**config.mk**
```make
export PLATFORM = sky130hd
export DESIGN_NAME = motor_response_frame_decoder
export DESIGN_NICKNAME = d
export VERILOG_FILES = /design/src/design/mrfd_pkg.sv /design/src/design/mrfd_track.sv /design/src/design/mrfd_verdict.sv /design/src/design/motor_response_frame_decoder.sv
export SDC_FILE = /design/constraint.sdc
export NUM_CORES = 1
export LEC_CHECK = 0
export ABC_AREA = 1
export BUFFER_PORTS_ARGS = -buffer_cell sky130_fd_sc_hd__buf_2
export CAP_MARGIN = 15
export CELL_PAD_IN_SITES_DETAIL_PLACEMENT = 1
export CELL_PAD_IN_SITES_GLOBAL_PLACEMENT = 1
export CORE_MARGIN = 8
export CORE_UTILIZATION = 40
export DETAILED_ROUTE_END_ITERATION = 12
export PLACE_DENSITY_LB_ADDON = 0.1
export SLEW_MARGIN = 20
export SYNTH_ARGS = -nofsm -noshare
export SYNTH_HDL_FRONTEND = slang
export SYNTH_SLANG_ARGS = --single-unit
```
**constraint.sdc**
```tcl
create_clock -name clk -period 2.49 [get_ports clk]
set_input_delay 0.249 -clock clk [delete_from_list [all_inputs] [get_ports clk]]
set_output_delay 0.249 -clock clk [all_outputs]
set_load 0.02 [all_outputs]
```
**src/design/mrfd_pkg.sv**
```systemverilog
// Shared types and constants for the motor response frame decoder.
// Used by the frame tracker, the verdict stage and the top level.
package mrfd_pkg;

  localparam int unsigned BYTE_W = 8;
  localparam int unsigned CFG_IDX_W = 3;

  // configuration register indexes
  localparam logic [CFG_IDX_W-1:0] CFG_SYNC_BYTE      = 3'd0;
  localparam logic [CFG_IDX_W-1:0] CFG_ACK_CODE       = 3'd1;
  localparam logic [CFG_IDX_W-1:0] CFG_NACK_CODE      = 3'd2;
  localparam logic [CFG_IDX_W-1:0] CFG_STATUS_CODE    = 3'd3;
  localparam logic [CFG_IDX_W-1:0] CFG_STOP_DIRECTION = 3'd4;

  localparam logic [BYTE_W-1:0] SYNC_BYTE_RST      = 8'd170;
  localparam logic [BYTE_W-1:0] ACK_CODE_RST       = 8'd128;
  localparam logic [BYTE_W-1:0] NACK_CODE_RST      = 8'd129;
  localparam logic [BYTE_W-1:0] STATUS_CODE_RST    = 8'd130;
  localparam logic [BYTE_W-1:0] STOP_DIRECTION_RST = 8'd0;

  localparam logic [BYTE_W-1:0] POS_MAX       = 8'hFF;
  localparam logic [BYTE_W-1:0] SHORT_NACK    = 8'hFF;
  localparam logic [BYTE_W-1:0] MIN_FRAME_LEN = 8'd4;
  localparam logic [BYTE_W-1:0] MIN_NACK_LEN  = 8'd2;
  localparam logic [BYTE_W-1:0] MIN_STAT_LEN  = 8'd4;

  typedef struct packed {
    logic [BYTE_W-1:0] sync_byte;
    logic [BYTE_W-1:0] ack_code;
    logic [BYTE_W-1:0] nack_code;
    logic [BYTE_W-1:0] status_code;
    logic [BYTE_W-1:0] stop_direction;
  } cfg_t;

  // running state of the frame being received
  typedef struct packed {
    logic [BYTE_W-1:0] pos;
    logic [BYTE_W-1:0] len;
    logic [BYTE_W-1:0] xsum;
    logic              sync_ok;
    logic              cs_reached;
    logic              cs_match;
    logic [BYTE_W-1:0] code;
    logic [BYTE_W-1:0] pay0;
    logic [BYTE_W-1:0] pay1;
    logic [BYTE_W-1:0] pay2;
  } frm_t;

endpackage

```
**src/design/mrfd_track.sv**
```systemverilog
// Frame tracker: byte position, length, running XOR and captured bytes.
// Depends on mrfd_pkg.
module mrfd_track (
  input  logic                         clk,
  input  logic                         rst_n,
  input  logic                         step,
  input  logic [mrfd_pkg::BYTE_W-1:0]  rx_byte,
  input  logic                         last_byte,
  input  logic [mrfd_pkg::BYTE_W-1:0]  sync_byte,
  output mrfd_pkg::frm_t               frm_nxt
);
  import mrfd_pkg::*;

  frm_t                frm_r;
  logic [BYTE_W:0]     cs_pos;
  logic [BYTE_W:0]     pos_ext;

  assign cs_pos  = {1'b0, frm_r.len} + (BYTE_W+1)'(2);
  assign pos_ext = {1'b0, frm_r.pos};

  always_comb begin
    frm_nxt = frm_r;
    if (frm_r.pos == '0) begin
      frm_nxt.sync_ok = (rx_byte == sync_byte);
    end else if (frm_r.pos == BYTE_W'(1)) begin
      frm_nxt.len  = rx_byte;
      frm_nxt.xsum = rx_byte;
    end else if (frm_r.pos != POS_MAX) begin
      if (frm_r.pos == BYTE_W'(2)) frm_nxt.code = rx_byte;
      if (frm_r.pos == BYTE_W'(3)) frm_nxt.pay0 = rx_byte;
      if (frm_r.pos == BYTE_W'(4)) frm_nxt.pay1 = rx_byte;
      if (frm_r.pos == BYTE_W'(5)) frm_nxt.pay2 = rx_byte;
      if (!frm_r.cs_reached) begin
        if (pos_ext == cs_pos) begin
          frm_nxt.cs_reached = 1'b1;
          frm_nxt.cs_match   = (frm_r.xsum == rx_byte);
        end else if (pos_ext < cs_pos) begin
          frm_nxt.xsum = frm_r.xsum ^ rx_byte;
        end
      end
    end
    // saturate the position count
    if (frm_r.pos != POS_MAX) frm_nxt.pos = frm_r.pos + BYTE_W'(1);
  end

  always_ff @(posedge clk) begin
    if (!rst_n) begin
      frm_r <= '0;
    end else if (step) begin
      if (last_byte) frm_r <= '0;
      else           frm_r <= frm_nxt;
    end
  end

endmodule

```
**src/design/mrfd_verdict.sv**
```systemverilog
// Verdict stage: checks the finished frame and holds the result register.
// Depends on mrfd_pkg.
module mrfd_verdict (
  input  logic                         clk,
  input  logic                         rst_n,
  input  logic                         load,
  input  mrfd_pkg::frm_t               frm,
  input  mrfd_pkg::cfg_t               cfg,
  input  logic [mrfd_pkg::BYTE_W-1:0]  motor,
  input  logic                         out_ready,
  output logic                         out_free,
  output logic                         out_valid,
  output logic                         out_frame_valid,
  output logic [mrfd_pkg::BYTE_W-1:0]  out_motor_echo,
  output logic [mrfd_pkg::BYTE_W-1:0]  out_response_code,
  output logic [mrfd_pkg::BYTE_W-1:0]  out_direction,
  output logic [mrfd_pkg::BYTE_W-1:0]  out_pwm_level,
  output logic [mrfd_pkg::BYTE_W-1:0]  out_status_byte
);
  import mrfd_pkg::*;

  logic              valid_r;
  logic              ok_r, ok_nxt;
  logic [BYTE_W-1:0] motor_r;
  logic [BYTE_W-1:0] code_r, code_nxt;
  logic [BYTE_W-1:0] dir_r, dir_nxt;
  logic [BYTE_W-1:0] pwm_r, pwm_nxt;
  logic [BYTE_W-1:0] stat_r, stat_nxt;
  logic              passed;

  assign out_free = !valid_r || out_ready;
  assign passed   = (frm.pos >= MIN_FRAME_LEN) && frm.sync_ok && frm.cs_reached &&
                    frm.cs_match;

  always_comb begin
    ok_nxt   = 1'b0;
    code_nxt = '0;
    dir_nxt  = '0;
    pwm_nxt  = '0;
    stat_nxt = '0;
    if (passed) begin
      code_nxt = frm.code;
      // acknowledge wins over nack, nack over status
      if (frm.code == cfg.ack_code) begin
        ok_nxt  = 1'b1;
        dir_nxt = cfg.stop_direction;
      end else if (frm.code == cfg.nack_code) begin
        ok_nxt   = 1'b1;
        dir_nxt  = cfg.stop_direction;
        stat_nxt = (frm.len >= MIN_NACK_LEN) ? frm.pay0 : SHORT_NACK;
      end else if (frm.code == cfg.status_code && frm.len >= MIN_STAT_LEN) begin
        ok_nxt   = 1'b1;
        dir_nxt  = frm.pay0;
        pwm_nxt  = frm.pay1;
        stat_nxt = frm.pay2;
      end
    end
  end

  always_ff @(posedge clk) begin
    if (!rst_n) begin
      valid_r <= 1'b0;
    end else if (load) begin
      valid_r <= 1'b1;
    end else if (out_ready) begin
      valid_r <= 1'b0;
    end
  end

  always_ff @(posedge clk) begin
    if (load) begin
      ok_r    <= ok_nxt;
      motor_r <= motor;
      code_r  <= code_nxt;
      dir_r   <= dir_nxt;
      pwm_r   <= pwm_nxt;
      stat_r  <= stat_nxt;
    end
  end

  assign out_valid         = valid_r;
  assign out_frame_valid   = ok_r;
  assign out_motor_echo    = motor_r;
  assign out_response_code = code_r;
  assign out_direction     = dir_r;
  assign out_pwm_level     = pwm_r;
  assign out_status_byte   = stat_r;

endmodule

```
**src/design/motor_response_frame_decoder.sv**
```systemverilog
// Motor response frame decoder, top level: input register, config registers,
// frame tracker and verdict stage. Depends on mrfd_pkg, mrfd_track, mrfd_verdict.
// Throughput: one byte per cycle; a last byte holds in the input register while
// the previous result is still waiting, which stalls the input.
// A last byte's request is captured in the input register, then loaded into the result
// register once that is free, which raises out_valid.
// Reset (synchronous, active low) clears the frame state, both valids, and
// loads the configuration registers with their defaults.
module motor_response_frame_decoder (
  input  logic                          clk,
  input  logic                          rst_n,
  input  logic                          in_valid,
  output logic                          in_ready,
  input  logic [mrfd_pkg::BYTE_W-1:0]   in_rx_byte,
  input  logic                          in_last_byte,
  input  logic [mrfd_pkg::BYTE_W-1:0]   in_motor_number,
  output logic                          out_valid,
  input  logic                          out_ready,
  output logic                          out_frame_valid,
  output logic [mrfd_pkg::BYTE_W-1:0]   out_motor_echo,
  output logic [mrfd_pkg::BYTE_W-1:0]   out_response_code,
  output logic [mrfd_pkg::BYTE_W-1:0]   out_direction,
  output logic [mrfd_pkg::BYTE_W-1:0]   out_pwm_level,
  output logic [mrfd_pkg::BYTE_W-1:0]   out_status_byte,
  input  logic                          cfg_we,
  input  logic [mrfd_pkg::CFG_IDX_W-1:0] cfg_index,
  input  logic [mrfd_pkg::BYTE_W-1:0]   cfg_data
);
  import mrfd_pkg::*;

  cfg_t              cfg_r;
  logic              s1_valid_r;
  logic [BYTE_W-1:0] s1_byte_r;
  logic              s1_last_r;
  logic [BYTE_W-1:0] s1_motor_r;
  logic              s1_fire;
  logic              out_free;
  logic              in_accept;
  frm_t              frm_nxt;

  always_ff @(posedge clk) begin
    if (!rst_n) begin
      cfg_r.sync_byte      <= SYNC_BYTE_RST;
      cfg_r.ack_code       <= ACK_CODE_RST;
      cfg_r.nack_code      <= NACK_CODE_RST;
      cfg_r.status_code    <= STATUS_CODE_RST;
      cfg_r.stop_direction <= STOP_DIRECTION_RST;
    end else if (cfg_we) begin
      case (cfg_index)
        CFG_SYNC_BYTE:      cfg_r.sync_byte      <= cfg_data;
        CFG_ACK_CODE:       cfg_r.ack_code       <= cfg_data;
        CFG_NACK_CODE:      cfg_r.nack_code      <= cfg_data;
        CFG_STATUS_CODE:    cfg_r.status_code    <= cfg_data;
        CFG_STOP_DIRECTION: cfg_r.stop_direction <= cfg_data;
        default: ;
      endcase
    end
  end

  // a last byte advances only when the result register can take it
  assign s1_fire   = s1_valid_r && (!s1_last_r || out_free);
  assign in_ready  = !s1_valid_r || s1_fire;
  assign in_accept = in_valid && in_ready;

  always_ff @(posedge clk) begin
    if (!rst_n) begin
      s1_valid_r <= 1'b0;
    end else if (in_accept) begin
      s1_valid_r <= 1'b1;
    end else if (s1_fire) begin
      s1_valid_r <= 1'b0;
    end
  end

  always_ff @(posedge clk) begin
    if (in_accept) begin
      s1_byte_r  <= in_rx_byte;
      s1_last_r  <= in_last_byte;
      s1_motor_r <= in_motor_number;
    end
  end

  mrfd_track u_track (
    .clk       (clk),
    .rst_n     (rst_n),
    .step      (s1_fire),
    .rx_byte   (s1_byte_r),
    .last_byte (s1_last_r),
    .sync_byte (cfg_r.sync_byte),
    .frm_nxt   (frm_nxt)
  );

  mrfd_verdict u_verdict (
    .clk               (clk),
    .rst_n             (rst_n),
    .load              (s1_fire && s1_last_r),
    .frm               (frm_nxt),
    .cfg               (cfg_r),
    .motor             (s1_motor_r),
    .out_ready         (out_ready),
    .out_free          (out_free),
    .out_valid         (out_valid),
    .out_frame_valid   (out_frame_valid),
    .out_motor_echo    (out_motor_echo),
    .out_response_code (out_response_code),
    .out_direction     (out_direction),
    .out_pwm_level     (out_pwm_level),
    .out_status_byte   (out_status_byte)
  );

endmodule

```
# Word-level counts from Yosys, hierarchy flattened
# Cells that the tools add are included.
dict set report op_classes {
  reduce_logical 27
  n_bitwise 3
  eq_ne 19
  mux 32
  magnitude_cmp 4
  addsub 2
}
# op n
set ops {}
lappend ops {{8-bit two-way mux} 17}
lappend ops {{34-bit two-way mux} 3}
lappend ops {{59-bit two-way mux} 1}
lappend ops {{8-bit equality test} 5}
lappend ops {{8-bit by 2-bit equality test with 1-bit output, second input constant} 2}
lappend ops {{8-bit by 3-bit equality test with 1-bit output, second input constant} 2}
lappend ops {{8-bit by 3-bit greater-or-equal comparator with 1-bit output, second input constant} 2}
lappend ops {{16-bit two-way mux} 1}
lappend ops {{2-bit AND reduction} 5}
lappend ops {{8-bit by 2-bit adder with 9-bit output, second input constant} 1}
lappend ops {{8-bit by 9-bit equality test with 1-bit output} 1}
lappend ops {{8-bit by 9-bit < comparator with 1-bit output} 1}
lappend ops {{8-bit by 1-bit adder with 8-bit output, second input constant} 1}
lappend ops {{8-bit by 1-bit equality test with 1-bit output, second input constant} 1}
lappend ops {{8-bit by 2-bit greater-or-equal comparator with 1-bit output, second input constant} 1}
lappend ops {{8-bit zero test} 1}
lappend ops {{1-bit two-way mux} 8}
lappend ops {{8-bit != test, second input constant} 1}
lappend ops {{8-bit bitwise XOR} 1}
lappend ops {{1-bit logical AND} 7}
lappend ops {{3-bit by 2-bit equality test with 1-bit output, second input constant} 2}
lappend ops {{6-bit AND reduction} 1}
lappend ops {{3-bit nonzero test} 2}
lappend ops {{2-bit two-way mux} 2}
lappend ops {{other kinds (12)} 18}
dict set report word_totals {
  ff_bits 159
  out_inout_bits 43
  in_bits 33
  wordCells 113
}

# Logic depth before layout (Yosys ltp)
dict set report depth {
  depth_word 13
  ltp_mapped 19
  ltp_nobuf 19
}

# Cells and area by module
# A second synthesis with hierarchy kept.
dict set report unflattened {
  cells_unflattened 1090
  area_unflattened_um2 8323.0
}
# mod cells_each seq_area_each_um2 area_each_um2 n_inst
set by_module_without_submodules {}
lappend by_module_without_submodules {mrfd_track 557 1181.1 3803.6 1}
lappend by_module_without_submodules {mrfd_verdict 277 1251.2 2367.3 1}
lappend by_module_without_submodules {motor_response_frame_decoder 256 1331.3 2152.1 1}

# Worst setup path before layout
# OpenSTA, ideal clock, no wires.
dict set report synth_path {
  path_kind {register to register}
  from {register u_track.frm_r[47] in the netlist's numbering}
  to {register u_verdict.pwm_r[0], in the netlist u_verdict.out_pwm_level[0], data pin}
  path_stages_with_launch 17
  n_path_buf 0
  required_time_ns 2.230
  slack_ns 0.020
  arrival_time_ns 2.210
  synth_period_minus_slack_ns 2.470
  setup_ns 0.260
  cell_sequence {dfxtp_1 > nand2_1 > nor2_1 > nand3_1 > xor2_1 > ha_1 > nand2_1 > nor2_1 > nand3_1 > nor2_1 > nand3_1 > nand3_1 > inv_1 > nand2_2 > nor2_8 > nand2_4 > nor2_2}
}
dict set report synth_between {
  elab_chain_len 11
}
# item line_no
set synth_rtl {}
lappend synth_rtl {{from (decl)} mrfd_track.sv:14} ;# frm_t frm_r;
lappend synth_rtl {{from (signal assigned)} mrfd_track.sv:51} ;# else frm_r <= frm_nxt;
lappend synth_rtl {{8-bit by 2-bit adder with 9-bit output} mrfd_track.sv:18} ;# assign cs_pos = {1'b0, frm_r.len} + (BYTE_W+1)'(2);
lappend synth_rtl {{8-bit by 9-bit equality test with 1-bit output} mrfd_track.sv:34} ;# if (pos_ext == cs_pos) begin
lappend synth_rtl {{2-bit two-way mux} mrfd_track.sv:34}
lappend synth_rtl {{2-bit two-way mux} mrfd_track.sv:33} ;# if (!frm_r.cs_reached) begin
lappend synth_rtl {{34-bit two-way mux} mrfd_track.sv:28} ;# end else if (frm_r.pos != POS_MAX) begin
lappend synth_rtl {{34-bit two-way mux} mrfd_track.sv:25} ;# end else if (frm_r.pos == BYTE_W'(1)) begin
lappend synth_rtl {{34-bit two-way mux} mrfd_track.sv:23} ;# if (frm_r.pos == '0) begin
lappend synth_rtl {{1-bit logical AND (2 in series)} mrfd_verdict.sv:32} ;# assign passed = (frm.pos >= MIN_FRAME_LEN) && frm.sync_ok && frm.cs_reached &&
lappend synth_rtl {{1-bit inverter (no source line)} n/a}
lappend synth_rtl {{4-bit OR reduction (no source line) *} n/a}
lappend synth_rtl {{to (signal assigned)} mrfd_verdict.sv:76} ;# pwm_r <= pwm_nxt;
lappend synth_rtl {{to (decl)} mrfd_verdict.sv:27} ;# logic [BYTE_W-1:0] pwm_r, pwm_nxt;
# Every way passes the cells marked *; elsewhere a longest branch is shown, timed or not. The select of a mux whose other input is x is not followed.
# A chain may end at the register's enable or synchronous reset.

# Worst setup path after layout
dict set report layout_path {
  from {register u_track.frm_r[44] in the netlist's numbering}
  to {register u_verdict.stat_r[5], in the netlist u_verdict.out_status_byte[5], data pin}
}
dict set report layout_between {
  elab_chain_len 11
}
# item line_no
set layout_rtl {}
lappend layout_rtl {{8-bit by 2-bit adder with 9-bit output} mrfd_track.sv:18}
lappend layout_rtl {{8-bit by 9-bit equality test with 1-bit output} mrfd_track.sv:34}
lappend layout_rtl {{2-bit two-way mux} mrfd_track.sv:34}
lappend layout_rtl {{2-bit two-way mux} mrfd_track.sv:33}
lappend layout_rtl {{34-bit two-way mux} mrfd_track.sv:28}
lappend layout_rtl {{34-bit two-way mux} mrfd_track.sv:25}
lappend layout_rtl {{34-bit two-way mux} mrfd_track.sv:23}
lappend layout_rtl {{1-bit logical AND (2 in series)} mrfd_verdict.sv:32}
lappend layout_rtl {{1-bit inverter (no source line)} n/a}
lappend layout_rtl {{2-bit OR reduction (no source line)} n/a}
lappend layout_rtl {{to (signal assigned)} mrfd_verdict.sv:77} ;# stat_r <= stat_nxt;
lappend layout_rtl {{to (decl)} mrfd_verdict.sv:28} ;# logic [BYTE_W-1:0] stat_r, stat_nxt;
# Parallel ways exist; a longest one is shown, timed or not. The select of a mux whose other input is x is not followed.

==> impl_metrics.csv <==
group,metric,value,unit
job,max_cap_viol_count,0,
place,place_hpwl,19700,um
timing,timing.final.crit_share,1.03,
place,gp_routability_congestion,0.812,
setup_path,path_class,"reg2reg",
setup_path,data_arrival_critical_path,2.87,ns
logic_synthesis,synth.avg_cell_area,7.54,um2
route,first_iter_violations,385,
timing,timing.slew.headroom,0.555,
logic_synthesis,synth_sequential_area_ratio,0.452,
setup_path,cp_cell_sequence,"ha_4 -> nand3_4 -> xnor2_2 -> inv_1 -> ha_4 -> nand2_2 -> nor2_4 -> nand2_2 -> nor2_1 -> nand3_1 -> nand2_2 -> nand3_2 -> buf_6 -> nor2_4 -> clkbuf_16 -> nand4_1 -> nand2_1",
cells_and_area,antenna-diode-count,0,
clocking,cts_max_path_buffers,2,
setup_path,startpoint_type,"flop",
route,num_vias,8072,
route,wl_final,28200,um
logic_synthesis,yosysWarningCount,0,
die,num_ports,76,
setup_path,worstPathMaxFanout,8,
timing,finalHoldViolCount,0,
die,die_height,160,um
die,floorplan.initialDensity,0.402,
logic_synthesis,ys_async_sr_fraction,0,
logic_synthesis,mappedNetlistNets,1152,
global_routing,grt_start_max_net_pins,51,
pwr,power.static_leakage,4.76,nW
outcome,violations_in_the_final_reports,"negative setup slack",
logic_synthesis,synth_xor_area_frac,0.0221,
logic_synthesis,combinational_family_with_the_most_area_after_synthesis,"simple AND/OR/NAND/NOR gates",
timing,finalMaxSlewViolations,0,
logic_synthesis,synth_cells,1106,
logic_synthesis,synth_area_leaders,"dfxtp_1 (24%), edfxtp_1 (21%), nand2_1 (13%)",
die,die_area,25700,um2
worst_hold_path,hp-class,"in2reg",
timing,finClkSkew,0.00961,ns
route,drt_drc_violations_left,0,
timing,setup_violations,28,
logic_synthesis,synthDistinctLibCells,33,
clocking,cts_root_buffer,"clkbuf_16",
timing,final_period_minus_worst_setup_slack,2.56,ns
clocking,tritoncts_clock_tree,"yes",
logic_synthesis,synth_fa_ha_area_frac,0.0195,
die,die_w,160,um
route,routedWlPerCell,17.8,um
clocking,clk_transition_reported_paths,0.07,ns
logic_synthesis,synthSimpleGateAreaFrac,0.316,
place,portbufs,75,
setup_path,worst_setup_path_end_kind,"flop",
pwr,power.density_cell_area,562,nW/um2
global_routing,grt_pass1_wl,44400,um
outcome,outcome,"complete, but fails checks",
logic_synthesis,post-synth-top-area-fraction,0.243,
setup_path,critical_path.top_delay_family,"simple AND/OR/NAND/NOR gates",
logic_synthesis,synth-compound-area-share,0.106,
clocking,clock_buffer_count_from_cts,17,
timing,unrepaired_setup_endpoints_after_global_routing,"yes",
setup_path,critical_path.most_common_cell,"nand2_2",
global_routing,grt_remaining_overflow,0,
die,floorplan.core_area,20800,um2
timing,setup_total_negative_slack,-0.927,ns
worst_hold_path,worst_hold_path.num_cells,3,
timing,hold-worst-slack,0.0982,ns
logic_synthesis,netlist_area,8330,um2
logic_synthesis,synth-edff-count,58,
route,postRouteAntennaNets,0,
logic_synthesis,ys_seq_elements,159,
timing,worstMarginPinSlew,0.667,ns
pwr,irDropWorstVdd,0.419,mV
timing,timing.final.ws_setup,-0.0735,ns
cells_and_area,drive_gt1_frac,0.287,
logic_synthesis,synth.mux.area_fraction,0,
route,viasPerCell,5.10,
route,detailedRoute.firstPassIterationCount,5,
clocking,clock_sinks,159,
setup_path,critical-path-slowest-cell,"dfxtp_4",
logic_synthesis,synth.most_common_cell,"nand2_1",
global_routing,first_global_vias,8348,
setup_path,cp_slowest_stage_delay,0.39,ns
logic_synthesis,ys.flop_type,"dfxtp_1",
clocking,worstSkewPairLatency,0.43,ns
setup_path,timing.critical_path.required,2.79,ns
cells_and_area,syn2layout_area_growth,34.5,%
logic_synthesis,synth_common_cells,"nand2_1 (299), inv_1 (129), nor2_1 (105)",
setup_path,cp.buffers_inverters,3,
setup_path,rr_worst_depth,17,
cells_and_area,nets,1341,
global_routing,grt_util_all_layers,0.217,
global_routing,number_of_antenna_violations_at_the_first_check_in_global_routing,0,
timing,timing.fmax,390,MHz
die,core.rowCount,53,
logic_synthesis,synth_largest_area_cell,"dfxtp_1",
clocking,htree_levels,4,
setup_path,worst-path-stages,17,
==> what timing repair did <==
| item | 4_1_cts | 5_1_grt |
|---|---|---|
| hold buffers | 17 | 0 |
| buffers inserted | 7 | 11 |
| hold endpoints to repair | 17 | 0 |
| resized for setup | 78 | 83 |
| gates cloned | 4 | 0 |
| pin swaps | 49 | 55 |
| setup endpoints to repair | 41 | 42 |
==> worst min-delay path: stages <==
cell and delay (ns):
buf_2 0.10, nand2_1 0.07, a21oi_1 0.06
==> metal layers <==
metal  wire length, um  part of all wire  track usage
met5                 0                 0            0
met4               549             0.019       0.0709
met3               919             0.033       0.0371
met2             14000              0.50        0.366
met1             12800              0.45        0.276
==> power breakdown <==
group	switching [mW]	leakage [nW]	internal (mW)
clock network	1.17	0.299	1.63
logic	0.449	3.05	0.260
registers	0.0464	1.41	2.75
total	1.66	4.76	4.64
==> sequential cells by signal (all words and copies together) (netlist names), 8 cells and up <==
register and count:
s1_byte_r 8, s1_motor_r 8, cfg_r 40, u_verdict.out_motor_echo 8
u_track.frm_r 59, u_verdict.out_status_byte 8, u_verdict.out_pwm_level 8, u_verdict.out_direction 8
u_verdict.out_response_code 8
==> final timing paths <==
path	from	to	slack, ns
min reg2reg	s1_motor_r[0]	u_verdict.out_motor_echo[0]	0.42
max	u_track.frm_r[44]	u_verdict.out_status_byte[5]	-0.07
max reg2reg	u_track.frm_r[44]	u_verdict.out_status_byte[5]	-0.07
min	in_valid	s1_valid_r	0.1
==> area by class of cell <==
class                           count  area, um2
Clock buffer                       18        439
Clock inverter                     14        180
Fill cell                        2588       9540
Inverter                          133        502
Multi-Input combinational cell    777       4380
Sequential cell                   159       3780
Tap cell                          275        344
Timing Repair Buffer              207       1590
==> cell families after synthesis <==
| family | Yosys count |
|---|---|
| xor+xnor | 21 |
| simple gates | 572 |
| buf+inv | 173 |
| fa+ha+maj | 13 |
| flops | 159 |
| compound gates | 168 |
==> per-stage QoR <==
step                      worst slack, ns  cells  power, mW   util  instance area (um2)
after global routing               -0.148   1583       6.53  0.540                11200
after floorplan                    0.0196   1106       3.20      -                 8330
after global placement            -0.0832   1512       3.44  0.464                 9640
after CTS                         -0.0218   1572       6.31  0.520                10800
after detailed placement           -0.190   1512       3.46  0.464                 9640
final                             -0.0735   1583       6.30  0.540                11200
==> cell usage in the layout (no fill, tap or decap), drive strengths merged, types with 8 or more instances in the layout <==
cell type    Yosys  routed
nand2          314     314
buf             10     189
inv            133     139
nor2           125     127
nand3          109     110
dfxtp          101     101
a21oi           87      87
o21ai           59      59
edfxtp          58      58
clkbuf          30      19
xnor2           19      19
dlygate4sd3      0      17
ha              13      13
o211ai          11      11
nand4           10      10
o22ai            8       8
or2              8       8
No activity file was read; power rests on OpenSTA's default activity.
